`config.mk`:
```
export PLATFORM = sky130hd
export DESIGN_NAME = json_string_unescape_utf8_top
export DESIGN_NICKNAME = d
export VERILOG_FILES = /design/src/rtl/core/jsu_pkg.sv /design/src/rtl/core/jsu_front.sv /design/src/rtl/core/jsu_queue.sv /design/src/rtl/core/jsu_back.sv /design/src/rtl/core/json_string_unescape_utf8_top.sv
export SDC_FILE = /design/constraint.sdc
export NUM_CORES = 1
export LEC_CHECK = 0
export ABC_AREA = 1
export BUFFER_PORTS_ARGS = -buffer_cell sky130_fd_sc_hd__buf_2
export CAP_MARGIN = 5
export CORE_MARGIN = 2
export CORE_UTILIZATION = 55
export CTS_CLUSTER_DIAMETER = 120
export DETAILED_ROUTE_END_ITERATION = 6
export PLACE_DENSITY = 0.76
export SLEW_MARGIN = 20
export SYNTH_ARGS = -nofsm -noshare
export SYNTH_HDL_FRONTEND = slang
export SYNTH_HIERARCHICAL = 1
export SYNTH_SLANG_ARGS = --single-unit
```
`constraint.sdc`:
```
create_clock -name clk -period 4.5 [get_ports clk]
set_input_delay 0.675 -clock clk [delete_from_list [all_inputs] [get_ports clk]]
set_output_delay 0.675 -clock clk [all_outputs]
set_load 0.05 [all_outputs]
```
`src/rtl/core/jsu_pkg.sv`:
```
// ----------------------------------------------------------------------------
// JSON string unescape package
// Shared types, codes and decode helpers for the string unescape block.
// ----------------------------------------------------------------------------
`timescale 1ns / 1ps
`default_nettype none

package jsu_pkg;

  localparam int MAX_RESULTS = 4;
  localparam int QDEPTH      = 4;
  localparam int QPTR_W      = $clog2(QDEPTH);

  localparam logic [7:0] CHAR_QUOTE     = 8'h22;
  localparam logic [7:0] CHAR_BACKSLASH = 8'h5c;
  localparam logic [7:0] CHAR_SLASH     = 8'h2f;
  localparam logic [7:0] CHAR_U         = 8'h75;

  typedef enum logic [2:0] {
    PH_PLAIN  = 3'd0,
    PH_ESC    = 3'd1,
    PH_HEX1   = 3'd2,
    PH_HEX2   = 3'd3,
    PH_HEX3   = 3'd4,
    PH_HEX4   = 3'd5,
    PH_DONE   = 3'd6,
    PH_POISON = 3'd7
  } phase_t;

  typedef enum logic [2:0] {
    KIND_DATA   = 3'd0,
    KIND_CLOSED = 3'd1,
    KIND_BADESC = 3'd2,
    KIND_BADHEX = 3'd3,
    KIND_TRUNC  = 3'd4
  } kind_t;

  typedef struct packed {
    logic [7:0] data;
    kind_t      kind;
  } result_t;

  // All results caused by one input byte.
  typedef struct packed {
    logic [2:0]                     count;
    result_t [MAX_RESULTS-1:0]      res;
  } pkt_t;

  // Returns {valid, value}.
  function automatic logic [4:0] hex_digit(input logic [7:0] c);
    logic [4:0] r;
    r = 5'd0;
    if (c inside {[8'h30:8'h39]}) begin
      r = {1'b1, c[3:0]};
    end else if (c inside {[8'h61:8'h66], [8'h41:8'h46]}) begin
      r = {1'b1, c[3:0] + 4'd9};
    end
    return r;
  endfunction

  // Returns {valid, byte} for the single-byte escape letters.
  function automatic logic [8:0] escape_byte(input logic [7:0] c);
    logic [8:0] r;
    case (c)
      CHAR_QUOTE:     r = {1'b1, 8'h22};
      CHAR_BACKSLASH: r = {1'b1, 8'h5c};
      CHAR_SLASH:     r = {1'b1, 8'h2f};
      8'h62:          r = {1'b1, 8'h08};
      8'h66:          r = {1'b1, 8'h0c};
      8'h6e:          r = {1'b1, 8'h0a};
      8'h72:          r = {1'b1, 8'h0d};
      8'h74:          r = {1'b1, 8'h09};
      default:        r = 9'd0;
    endcase
    return r;
  endfunction

endpackage

`default_nettype wire

```
`src/rtl/core/jsu_front.sv`:
```
// ----------------------------------------------------------------------------
// JSON string unescape front end
// Accepts raw bytes, tracks the escape phase and builds one result packet
// per byte.
// ----------------------------------------------------------------------------
`timescale 1ns / 1ps
`default_nettype none

module jsu_front (
  input  wire logic        clk,
  input  wire logic        rst,
  input  wire logic        take,
  input  wire logic [7:0]  in_byte,
  input  wire logic        end_of_input,
  output jsu_pkg::pkt_t    pkt
);

  jsu_pkg::phase_t phase, phase_next;
  logic [15:0]     code_point, code_point_next;

  logic [4:0]  hx;
  logic [8:0]  esc;
  logic [15:0] cp_full;
  logic [1:0]  poison_left;

  assign hx          = jsu_pkg::hex_digit(in_byte);
  assign esc         = jsu_pkg::escape_byte(in_byte);
  assign cp_full     = {code_point[11:0], hx[3:0]};
  assign poison_left = code_point[1:0];

  // Next phase and gathered hex value.
  always_comb begin
    phase_next      = phase;
    code_point_next = code_point;
    case (phase)
      jsu_pkg::PH_PLAIN: begin
        if (in_byte == jsu_pkg::CHAR_QUOTE) begin
          phase_next = jsu_pkg::PH_DONE;
        end else if (in_byte == jsu_pkg::CHAR_BACKSLASH) begin
          phase_next = end_of_input ? jsu_pkg::PH_DONE : jsu_pkg::PH_ESC;
        end else if (end_of_input) begin
          phase_next = jsu_pkg::PH_DONE;
        end
      end
      jsu_pkg::PH_ESC: begin
        if (in_byte == jsu_pkg::CHAR_U) begin
          code_point_next = 16'd0;
          phase_next = end_of_input ? jsu_pkg::PH_DONE : jsu_pkg::PH_HEX1;
        end else if (!esc[8] || end_of_input) begin
          phase_next = jsu_pkg::PH_DONE;
        end else begin
          phase_next = jsu_pkg::PH_PLAIN;
        end
      end
      jsu_pkg::PH_HEX1, jsu_pkg::PH_HEX2, jsu_pkg::PH_HEX3, jsu_pkg::PH_HEX4: begin
        if (!hx[4]) begin
          if (phase == jsu_pkg::PH_HEX4 || end_of_input) begin
            phase_next = jsu_pkg::PH_DONE;
          end else begin
            // Remember how many digit positions are still to come.
            code_point_next = {13'd0, jsu_pkg::PH_HEX4 - phase};
            phase_next      = jsu_pkg::PH_POISON;
          end
        end else if (phase == jsu_pkg::PH_HEX4) begin
          code_point_next = 16'd0;
          phase_next = end_of_input ? jsu_pkg::PH_DONE : jsu_pkg::PH_PLAIN;
        end else begin
          code_point_next = cp_full;
          phase_next = end_of_input ? jsu_pkg::PH_DONE : jsu_pkg::phase_t'(phase + 3'd1);
        end
      end
      jsu_pkg::PH_POISON: begin
        if (poison_left <= 2'd1 || end_of_input) begin
          phase_next = jsu_pkg::PH_DONE;
        end else begin
          code_point_next = {14'd0, poison_left - 2'd1};
        end
      end
      default: phase_next = jsu_pkg::PH_DONE;
    endcase
  end

  // Result packet for the current byte.
  always_comb begin
    logic [1:0] ulen;
    ulen = 2'd1;
    pkt  = '0;
    case (phase)
      jsu_pkg::PH_PLAIN: begin
        if (in_byte == jsu_pkg::CHAR_QUOTE) begin
          pkt.res[0].kind = jsu_pkg::KIND_CLOSED;
          pkt.count       = 3'd1;
        end else if (in_byte == jsu_pkg::CHAR_BACKSLASH) begin
          if (end_of_input) begin
            pkt.res[0].kind = jsu_pkg::KIND_TRUNC;
            pkt.count       = 3'd1;
          end
        end else begin
          pkt.res[0].data = in_byte;
          pkt.res[1].kind = jsu_pkg::KIND_TRUNC;
          pkt.count       = end_of_input ? 3'd2 : 3'd1;
        end
      end
      jsu_pkg::PH_ESC: begin
        if (in_byte == jsu_pkg::CHAR_U) begin
          if (end_of_input) begin
            pkt.res[0].kind = jsu_pkg::KIND_TRUNC;
            pkt.count       = 3'd1;
          end
        end else if (!esc[8]) begin
          pkt.res[0].kind = jsu_pkg::KIND_BADESC;
          pkt.count       = 3'd1;
        end else begin
          pkt.res[0].data = esc[7:0];
          pkt.res[1].kind = jsu_pkg::KIND_TRUNC;
          pkt.count       = end_of_input ? 3'd2 : 3'd1;
        end
      end
      jsu_pkg::PH_HEX1, jsu_pkg::PH_HEX2, jsu_pkg::PH_HEX3, jsu_pkg::PH_HEX4: begin
        if (!hx[4]) begin
          if (phase == jsu_pkg::PH_HEX4) begin
            pkt.res[0].kind = jsu_pkg::KIND_BADHEX;
            pkt.count       = 3'd1;
          end else if (end_of_input) begin
            pkt.res[0].kind = jsu_pkg::KIND_TRUNC;
            pkt.count       = 3'd1;
          end
        end else if (phase == jsu_pkg::PH_HEX4) begin
          // UTF-8 encoding of the 16-bit code point.
          if (cp_full <= 16'h007f) begin
            ulen = 2'd1;
            pkt.res[0].data = cp_full[7:0];
          end else if (cp_full <= 16'h07ff) begin
            ulen = 2'd2;
            pkt.res[0].data = 8'hc0 | {3'd0, cp_full[10:6]};
            pkt.res[1].data = 8'h80 | {2'd0, cp_full[5:0]};
          end else begin
            ulen = 2'd3;
            pkt.res[0].data = 8'he0 | {4'd0, cp_full[15:12]};
            pkt.res[1].data = 8'h80 | {2'd0, cp_full[11:6]};
            pkt.res[2].data = 8'h80 | {2'd0, cp_full[5:0]};
          end
          pkt.count = {1'b0, ulen};
          if (end_of_input) begin
            pkt.res[ulen] = '{data: 8'd0, kind: jsu_pkg::KIND_TRUNC};
            pkt.count     = {1'b0, ulen} + 3'd1;
          end
        end else if (end_of_input) begin
          pkt.res[0].kind = jsu_pkg::KIND_TRUNC;
          pkt.count       = 3'd1;
        end
      end
      jsu_pkg::PH_POISON: begin
        if (poison_left <= 2'd1) begin
          pkt.res[0].kind = jsu_pkg::KIND_BADHEX;
          pkt.count       = 3'd1;
        end else if (end_of_input) begin
          pkt.res[0].kind = jsu_pkg::KIND_TRUNC;
          pkt.count       = 3'd1;
        end
      end
      default: pkt = '0;
    endcase
  end

  always_ff @(posedge clk) begin
    if (rst) begin
      phase      <= jsu_pkg::PH_PLAIN;
      code_point <= 16'd0;
    end else if (take) begin
      phase      <= phase_next;
      code_point <= code_point_next;
    end
  end

endmodule

`default_nettype wire

```
`src/rtl/core/jsu_queue.sv`:
```
// ----------------------------------------------------------------------------
// JSON string unescape packet queue
// Short register queue of result packets between front and back end.
// ----------------------------------------------------------------------------
`timescale 1ns / 1ps
`default_nettype none

module jsu_queue (
  input  wire logic           clk,
  input  wire logic           rst,
  input  wire logic           push,
  input  wire jsu_pkg::pkt_t  push_pkt,
  input  wire logic           pop,
  output jsu_pkg::pkt_t       head,
  output logic                full,
  output logic                empty
);

  jsu_pkg::pkt_t                 slots [jsu_pkg::QDEPTH];
  logic [jsu_pkg::QPTR_W-1:0]    wr_ptr;
  logic [jsu_pkg::QPTR_W-1:0]    rd_ptr;
  logic [jsu_pkg::QPTR_W:0]      fill;

  assign full  = (fill == (jsu_pkg::QPTR_W + 1)'(jsu_pkg::QDEPTH));
  assign empty = (fill == '0);
  assign head  = slots[rd_ptr];

  always_ff @(posedge clk) begin
    if (push) begin
      slots[wr_ptr] <= push_pkt;
    end
  end

  always_ff @(posedge clk) begin
    if (rst) begin
      wr_ptr <= '0;
      rd_ptr <= '0;
      fill   <= '0;
    end else begin
      if (push) begin
        wr_ptr <= wr_ptr + 1'b1;
      end
      if (pop) begin
        rd_ptr <= rd_ptr + 1'b1;
      end
      if (push && !pop) begin
        fill <= fill + 1'b1;
      end else if (pop && !push) begin
        fill <= fill - 1'b1;
      end
    end
  end

endmodule

`default_nettype wire

```
`src/rtl/core/jsu_back.sv`:
```
// ----------------------------------------------------------------------------
// JSON string unescape back end
// Walks each queued packet and sends its results one per cycle while
// out_stall is low, through a registered output stage.
// ----------------------------------------------------------------------------
`timescale 1ns / 1ps
`default_nettype none

module jsu_back (
  input  wire logic           clk,
  input  wire logic           rst,
  input  wire jsu_pkg::pkt_t  head,
  input  wire logic           empty,
  output logic                pop,
  output logic                out_valid,
  input  wire logic           out_stall,
  output logic [7:0]          out_byte,
  output logic [2:0]          kind,
  output logic                run_last
);

  logic [1:0] pos;
  logic       load;
  logic       last;

  assign load = !empty && (!out_valid || !out_stall);
  assign last = ({1'b0, pos} == (head.count - 3'd1));
  assign pop  = load && last;

  always_ff @(posedge clk) begin
    if (rst) begin
      out_valid <= 1'b0;
      pos       <= 2'd0;
    end else begin
      if (load) begin
        out_valid <= 1'b1;
        pos       <= last ? 2'd0 : pos + 2'd1;
      end else if (!out_stall) begin
        out_valid <= 1'b0;
      end
    end
  end

  always_ff @(posedge clk) begin
    if (load) begin
      out_byte <= head.res[pos].data;
      kind     <= head.res[pos].kind;
      run_last <= last;
    end
  end

endmodule

`default_nettype wire

```
`src/rtl/core/json_string_unescape_utf8_top.sv`:
```
// ----------------------------------------------------------------------------
// JSON string unescape, UTF-8 output
// Streaming decoder for the body of a JSON string literal.
// ----------------------------------------------------------------------------
// Usage:
//   The input channel (in_valid, in_stall, in_byte, end_of_input) carries one
//   raw byte per transfer, starting just after the opening quote. Set
//   end_of_input on the last byte of the available text.
//   The output channel (out_valid, out_stall, out_byte, kind, run_last)
//   carries one result per transfer: a decoded data byte (kind 0) or a
//   status (closed, bad escape, bad hex digit, truncated). run_last marks
//   the last result caused by one input byte; bytes that cause no result
//   (a backslash, the first hex digits) produce no transfer.
//   Throughput: one input byte per cycle while in_stall is low. Each input
//   byte is decoded in the cycle it is taken and its packet of up to four
//   results enters a four-entry queue; the back end sends one result per
//   cycle while out_stall is low, so a byte holds the output for one
//   transfer per result. Save for the truncated status at end of input, the
//   output never outgrows the input count, so the queue keeps the input at
//   full rate. in_stall rises only when the queue is full, which happens
//   when the receiver holds out_stall. Reset returns the decoder to plain
//   text, empties the queue and drops out_valid. After a close or an error,
//   later bytes are taken and ignored until reset.
// ----------------------------------------------------------------------------
`timescale 1ns / 1ps
`default_nettype none

module json_string_unescape_utf8_top (
  input  wire logic       clk,
  input  wire logic       rst,
  input  wire logic       in_valid,
  output logic            in_stall,
  input  wire logic [7:0] in_byte,
  input  wire logic       end_of_input,
  output logic            out_valid,
  input  wire logic       out_stall,
  output logic [7:0]      out_byte,
  output logic [2:0]      kind,
  output logic            run_last
);

  jsu_pkg::pkt_t front_pkt;
  jsu_pkg::pkt_t head;
  logic          take;
  logic          push;
  logic          pop;
  logic          full;
  logic          empty;

  // A byte transfer completes whenever the queue has room.
  assign in_stall = full;
  assign take     = in_valid && !full;
  // Only bytes that cause at least one result occupy a queue slot.
  assign push     = take && (front_pkt.count != 3'd0);

  jsu_front u_front (
    .clk          (clk),
    .rst          (rst),
    .take         (take),
    .in_byte      (in_byte),
    .end_of_input (end_of_input),
    .pkt          (front_pkt)
  );

  jsu_queue u_queue (
    .clk      (clk),
    .rst      (rst),
    .push     (push),
    .push_pkt (front_pkt),
    .pop      (pop),
    .head     (head),
    .full     (full),
    .empty    (empty)
  );

  jsu_back u_back (
    .clk       (clk),
    .rst       (rst),
    .head      (head),
    .empty     (empty),
    .pop       (pop),
    .out_valid (out_valid),
    .out_stall (out_stall),
    .out_byte  (out_byte),
    .kind      (kind),
    .run_last  (run_last)
  );

endmodule

`default_nettype wire
```
==> impl_metrics.env, run 1 <==
export IMPL_yosys_top_cells_area="edfxtp_1 (54%), nor2_1 (5.4%), dfxtp_1 (4.9%), o21ai_0 (4.6%), nand2_1 (4.3%)"
export IMPL_synth_seq_cells=227
export IMPL_antenna_found_initial=0
export IMPL_crit_required_ps=4890
export IMPL_holdCritPathClass="flip-flop to flip-flop"
export IMPL_grt_pass1_vias=7149
export IMPL_postCtsSetupBuffers=0
export IMPL_status="finished, final reports clean"
export IMPL_grt_max_degree=63
export IMPL_power_density_nw_per_um2=582
export IMPL_antenna_cells=0
export IMPL_finalSetupViolCount=0
export IMPL_dieArea_um2=21200
export IMPL_report_final_slew_viol_count=0
export IMPL_cts_tree="done"
export IMPL_ant_nets=0
export IMPL_grt_pass1_wl_um=36500
export IMPL_tns_ps=0
export IMPL_power_leakage_nw=4.51
export IMPL_finalWirelength_um=23000
export IMPL_ir_drop_mv=0.265
export IMPL_synth_async_reset_ratio=0
export IMPL_hold_depth=1
export IMPL_yosys_most_used_dff="edfxtp_1"
export IMPL_swShare=0.368
export IMPL_yosys_area_top_type_share=0.544
export IMPL_cap_viol_max_count=0
export IMPL_area_delta_synth_final_pct=8.29
export IMPL_pin_count=27
export IMPL_seqPwrFrac=0.412
export IMPL_port_buffers=26
export IMPL_cts_htree_levels=1
export IMPL_fin_nets=1090
export IMPL_drive_gt1_frac=0.163
export IMPL_p_int_w=0.00440
export IMPL_crit_path_end_kind="flip-flop"
export IMPL_crit_type="flip-flop to flip-flop"
export IMPL_clk_pin_slew_worst_paths_ps=60
export IMPL_worstSetupStartpointType="flip-flop"
export IMPL_timing_fmax_mhz=282
export IMPL_dr_pass1_iters=7
export IMPL_fin_util=0.610
export IMPL_finalHoldViolations=0
export IMPL_place_hpwl_um=14800
export IMPL_wl_per_cell_um=17.3
export IMPL_p_switching_w=0.00256
export IMPL_drtIter0Drc=767
export IMPL_die_w_um=146
export IMPL_root_buffer="clkbuf_16"
export IMPL_core_um2=19600
export IMPL_ys_seq_area_frac=0.593
export IMPL_combPwrFrac=0.340
export IMPL_worstReg2RegEnd="u_queue/fill[2]$_SDFFE_PP0P_"
export IMPL_start_util=0.563
export IMPL_drcViolationCount=0
export IMPL_min_from="u_queue/rd_ptr[1]$_SDFFE_PP0P_"
export IMPL_fillerInstances=1555
export IMPL_grt_usage=0.214
export IMPL_cts_buffers=22
export IMPL_r2r_cells=22
export IMPL_synth_edf_count=200
export IMPL_synth_common_cells="edfxtp_1 (200), nor2_1 (160), nand2_1 (126)"
export IMPL_fp_dieH_um=146
export IMPL_rows=51
export IMPL_worst_pin_slew_ps=911
export IMPL_postCtsHoldBufs=0
export IMPL_slew_headroom=0.392
export IMPL_period_needed_ps=3540
export IMPL_multi_input_area_um2=3760
export IMPL_clock_skew_ps=19.5
export IMPL_regToRegStartpoint="u_front/code_point[8]$_SDFFE_PP0P_"
export IMPL_p_clk_frac=0.248
export IMPL_cts_num_sinks=227
export IMPL_netlist_instances=1036
export IMPL_timing_final_crit_share=0.787
export IMPL_cp_arrival_ps=3930
export IMPL_grt_overflow_total=0
export IMPL_holdWs_ps=439
export IMPL_globalplace_congestion=0.988
export IMPL_regArea_um2=6550
export IMPL_yosysWarnings=6
export IMPL_ys_types=44
export IMPL_yosysTopAreaCell="edfxtp_1"
export IMPL_crit_fanout=9
export IMPL_cts_path_max_buffers=3
export IMPL_rrSetupSlack_ps=960
export IMPL_via_per_inst=5.65
export IMPL_num_vias=7532
export IMPL_syn_avg_cell_area_um2=10.7
export IMPL_clock_latency_ps=500
export IMPL_yosysMostFrequentCell="edfxtp_1"
export IMPL_grt_setup_unrepaired="false"
export IMPL_syn_area_um2=11000
export IMPL_cts_resized=0
sequential cells by signal, summed over array words and instances (netlist names), named ones only:
register / cells
u_queue/slots: 188
u_front/code_point: 12
u_back/out_byte: 8
u_back/kind: 3
u_front/phase: 3
u_queue/fill: 3
u_back/pos: 2
u_queue/rd_ptr: 2
u_queue/wr_ptr: 2
u_back/out_valid: 1
u_back/run_last: 1
layout make-up:
class,count,share of cell area
timing repair buffer,38,0.0226
sequential,227,0.548
clock buffer,30,0.0529
multi-input combinational,673,0.315
clock inverter,10,0.00503
inverter,91,0.0290
tap,265,0.0277
critical path, stage by stage (launching register included):
cell	delay, ps
dfxtp_1	310
nor2_1	150
nand2_1	100
nor2_1	170
nand2_1	270
nand2_1	160
inv_1	50
ha_1	260
nand2_1	70
o2bb2ai_1	110
nor2_1	60
a21oi_1	330
nor2_1	110
a21oi_2	270
ha_1	220
inv_1	70
fa_1	380
inv_1	60
nand2_1	60
nand3_1	80
nand2_1	50
inv_1	50
nor2_1	40
per-layer routing:
metal  GRT usage  vias to the layer above  routed length (µm)
met5           0                        -                   0
met4      0.0838                        0                 670
met2       0.342                      257               11000
met3      0.0273                       51                1380
met1       0.302                     3617               10000
li1            -                     3607                   -
power groups by stage:
stage | logic, W | registers, W | clock network [W]
6_report | 0.00236 | 0.00287 | 0.00173
3_5_place_dp | 0.00234 | 0.00291 | 0
3_3_place_gp | 0.00231 | 0.00290 | 0
5_1_grt | 0.00260 | 0.00290 | 0.00183
4_1_cts | 0.00235 | 0.00287 | 0.00175
2_1_floorplan | 0.00162 | 0.00311 | 0
through the flow:
stage          worst slack, ps  cell area, µm²  power (W)  cells
3_5_place_dp               694           11300    0.00525   1294
4_1_cts                    956           12000    0.00697   1334
3_3_place_gp               808           11300    0.00521   1294
6_report                   957           12000    0.00696   1334
2_1_floorplan              909           11100    0.00473   1051
5_1_grt                    532           12000    0.00733   1334
cells in the final DEF (no fill, tap or decap), types with 4 or more instances in the layout:
master	n
o22ai_1	32
dfxtp_1	26
nor2_4	32
clkinv_2	5
buf_12	4
o21ai_1	38
buf_4	8
nand3_1	35
buf_2	26
inv_1	72
nand2_2	8
nor2_2	4
o21ai_0	102
ha_1	23
a21oi_1	24
o22ai_2	27
o211ai_1	5
o21ai_2	4
clkinv_1	4
clkbuf_1	4
edfxtp_1	200
nor3_1	6
xor2_1	4
nand4_1	4
inv_2	14
a31oi_1	5
nor2_1	160
conb_1	16
nand2_1	126
clkbuf_16	23
cells by family after synthesis:
group / count (synthesis) / share of synthesized area
AND/OR/NAND/NOR: 386 / 0.167
AO/OA/AOI/OAI: 242 / 0.136
flip-flops: 227 / 0.593
buffers and inverters: 151 / 0.0710
adder cells (fa/ha/maj): 24 / 0.0279
XOR/XNOR: 5 / 0.00397
other: 1 / 0.000340
worst max-delay path by stage:
stage / start / end / slack, ps / cells past startpoint
after global routing: u_front/code_point[8]$_SDFFE_PP0P_ / u_queue/fill[2]$_SDFFE_PP0P_ / 530 / 20
after global placement: in_byte[0] / u_queue/fill[2]$_SDFFE_PP0P_ / 810 / 24
after detailed placement: in_byte[0] / u_queue/fill[2]$_SDFFE_PP0P_ / 690 / 24
after CTS: u_front/code_point[8]$_SDFFE_PP0P_ / u_queue/fill[2]$_SDFFE_PP0P_ / 960 / 22
final: u_front/code_point[8]$_SDFFE_PP0P_ / u_queue/fill[2]$_SDFFE_PP0P_ / 960 / 22
after floorplan: in_byte[0] / u_queue/slots[0][0]$_DFFE_PP_ / 910 / 16
(Power assumes the default switching activity.)
==> run 2: changes to the inputs <==
Clock period 4.5 ns to 3.6 ns, I/O delays scaled along.
==> run 2 against run 1 <==
  * Core utilization grew 1.0 points
  * Clock power rose by 43%
  * Sequential share of layout area down 0.91 points
  * Largest cell class unchanged
  * Largest power group unchanged
  * Highest routed layer unchanged
==> impl_metrics.env, run 2 (synthesis gave the netlist of run 1 again) <==
export IMPL_grt_setup_unrepaired="false"
export IMPL_postCtsHoldBufs=0
export IMPL_crit_required_ps=4000
export IMPL_num_vias=7520
export IMPL_antenna_cells=0
export IMPL_drive_gt1_frac=0.171
export IMPL_cts_resized=0
export IMPL_status="finished, final reports clean"
export IMPL_holdWs_ps=327
export IMPL_grt_max_degree=69
export IMPL_worstSetupStartpointType="flip-flop"
export IMPL_report_final_slew_viol_count=0
export IMPL_drcViolationCount=0
export IMPL_grt_overflow_total=0
export IMPL_period_needed_ps=3280
export IMPL_largest_reg_flops=188
export IMPL_globalplace_congestion=0.956
export IMPL_largestRegisters="u_queue/slots (188), u_front/code_point (12), u_back/out_byte (8)"
export IMPL_worst_pin_slew_ps=995
export IMPL_port_buffers=26
export IMPL_cap_viol_max_count=0
export IMPL_finalWirelength_um=23300
export IMPL_finalSetupViolCount=0
export IMPL_tns_ps=0
export IMPL_timing_fmax_mhz=305
export IMPL_finalHoldViolations=0
export IMPL_clk_pin_slew_worst_paths_ps=60
export IMPL_area_delta_synth_final_pct=10.1
export IMPL_crit_type="flip-flop to flip-flop"
export IMPL_grt_pass1_vias=7074
export IMPL_cts_path_max_buffers=3
export IMPL_regMostFlops="u_queue/slots"
export IMPL_power_leakage_nw=4.62
export IMPL_rrSetupSlack_ps=320
export IMPL_clock_latency_ps=500
export IMPL_dr_pass1_iters=5
export IMPL_pin_count=27
export IMPL_fin_nets=1101
export IMPL_power_density_nw_per_um2=751
export IMPL_grt_usage=0.219
export IMPL_dieArea_um2=21200
export IMPL_cts_htree_levels=1
export IMPL_fp_dieH_um=146
export IMPL_root_buffer="clkbuf_16"
export IMPL_antenna_found_initial=0
export IMPL_ant_nets=0
export IMPL_start_util=0.563
export IMPL_crit_path_end_kind="flip-flop"
export IMPL_cp_arrival_ps=3680
export IMPL_cts_num_sinks=227
export IMPL_rows=51
export IMPL_via_per_inst=5.59
export IMPL_holdCritPathClass="input port to flip-flop"
export IMPL_grt_pass1_wl_um=37100
export IMPL_drtIter0Drc=769
export IMPL_place_hpwl_um=14800
export IMPL_ir_drop_mv=0.319
export IMPL_clock_skew_ps=9.43
export IMPL_timing_final_crit_share=0.912
export IMPL_core_um2=19600
export IMPL_cts_buffers=23
export IMPL_wl_per_cell_um=17.4
export IMPL_die_w_um=146
export IMPL_cts_tree="done"
export IMPL_final_common_cell="edfxtp_1"
export IMPL_layout_common_cells="edfxtp_1 (200), nor2_1 (160), nand2_1 (126)"
export IMPL_slew_headroom=0.337
export IMPL_postCtsSetupBuffers=0
export IMPL_crit_fanout=9
==> run 2: cell count changes in the layout (fill, tap and decap cells not counted) <==
cell        change
clkbuf_8        -3
clkinvlp_4      -1
buf_4           +8
clkbuf_1        -4
buf_12          +2
bufinv_16       +5
clkinv_1        +4
==> run 2: final cells by class <==
cell class                      instances  area (µm²)
Sequential cell                       227        6550
Clock buffer                           23         576
Timing Repair Buffer                   48         370
Fill cell                            1571        7440
Multi-Input combinational cell        673        3760
Tap cell                              265         332
Inverter                               91         347
Clock inverter                         18         218
==> run 2: worst max-delay path, cell delays in order (launching register included) <==
cell,delay [ps]
dfxtp_1,390
inv_1,140
ha_1,400
inv_2,130
a21oi_1,230
nand3_2,150
nand2_1,80
nor2_1,60
a21oi_1,350
nor2_1,100
a21oi_2,160
ha_1,190
inv_1,70
fa_1,380
inv_1,70
nand2_1,60
nand3_1,80
nand2_1,50
inv_1,60
nor2_1,40
==> run 2: through the flow <==
stage	util	power, W	cells	worst slack, ps	cell area (µm²)
after CTS	0.620	0.00915	1345	346	12200
after floorplan	-	0.00591	1051	144	11100
final	0.620	0.00912	1345	318	12200
after detailed placement	0.580	0.00666	1304	116	11400
after global placement	0.580	0.00660	1304	250	11400
after global routing	0.620	0.00961	1345	8.12	12200
==> run 2: routing by layer <==
| layer | vias up | routed length, µm | share of wire | global-route usage |
|---|---|---|---|---|
| li1 | 3629 | - | - | - |
| met1 | 3596 | 10000 | 0.43 | 0.296 |
| met2 | 247 | 11400 | 0.49 | 0.370 |
| met3 | 48 | 1370 | 0.059 | 0.0282 |
| met4 | 0 | 599 | 0.026 | 0.0735 |
| met5 | - | 0 | 0 | 0 |
==> run 2: report_power, final <==
part,switching [W],internal (W)
registers,0.000150,0.00343
logic,0.00214,0.000923
clock network,0.000961,0.00152
==> run 2: path summary, 6_finish.rpt <==
kind	start	endpoint	depth (start not counted)
hold reg to reg	u_queue/rd_ptr[1]$_SDFFE_PP0P_	u_queue/rd_ptr[1]$_SDFFE_PP0P_	1
hold / removal	out_stall	u_back/out_valid$_SDFFE_PP0P_	3
setup reg to reg	u_front/phase[1]$_SDFFE_PP0P_	u_queue/fill[2]$_SDFFE_PP0P_	19
setup / recovery	u_front/phase[1]$_SDFFE_PP0P_	u_queue/fill[2]$_SDFFE_PP0P_	19
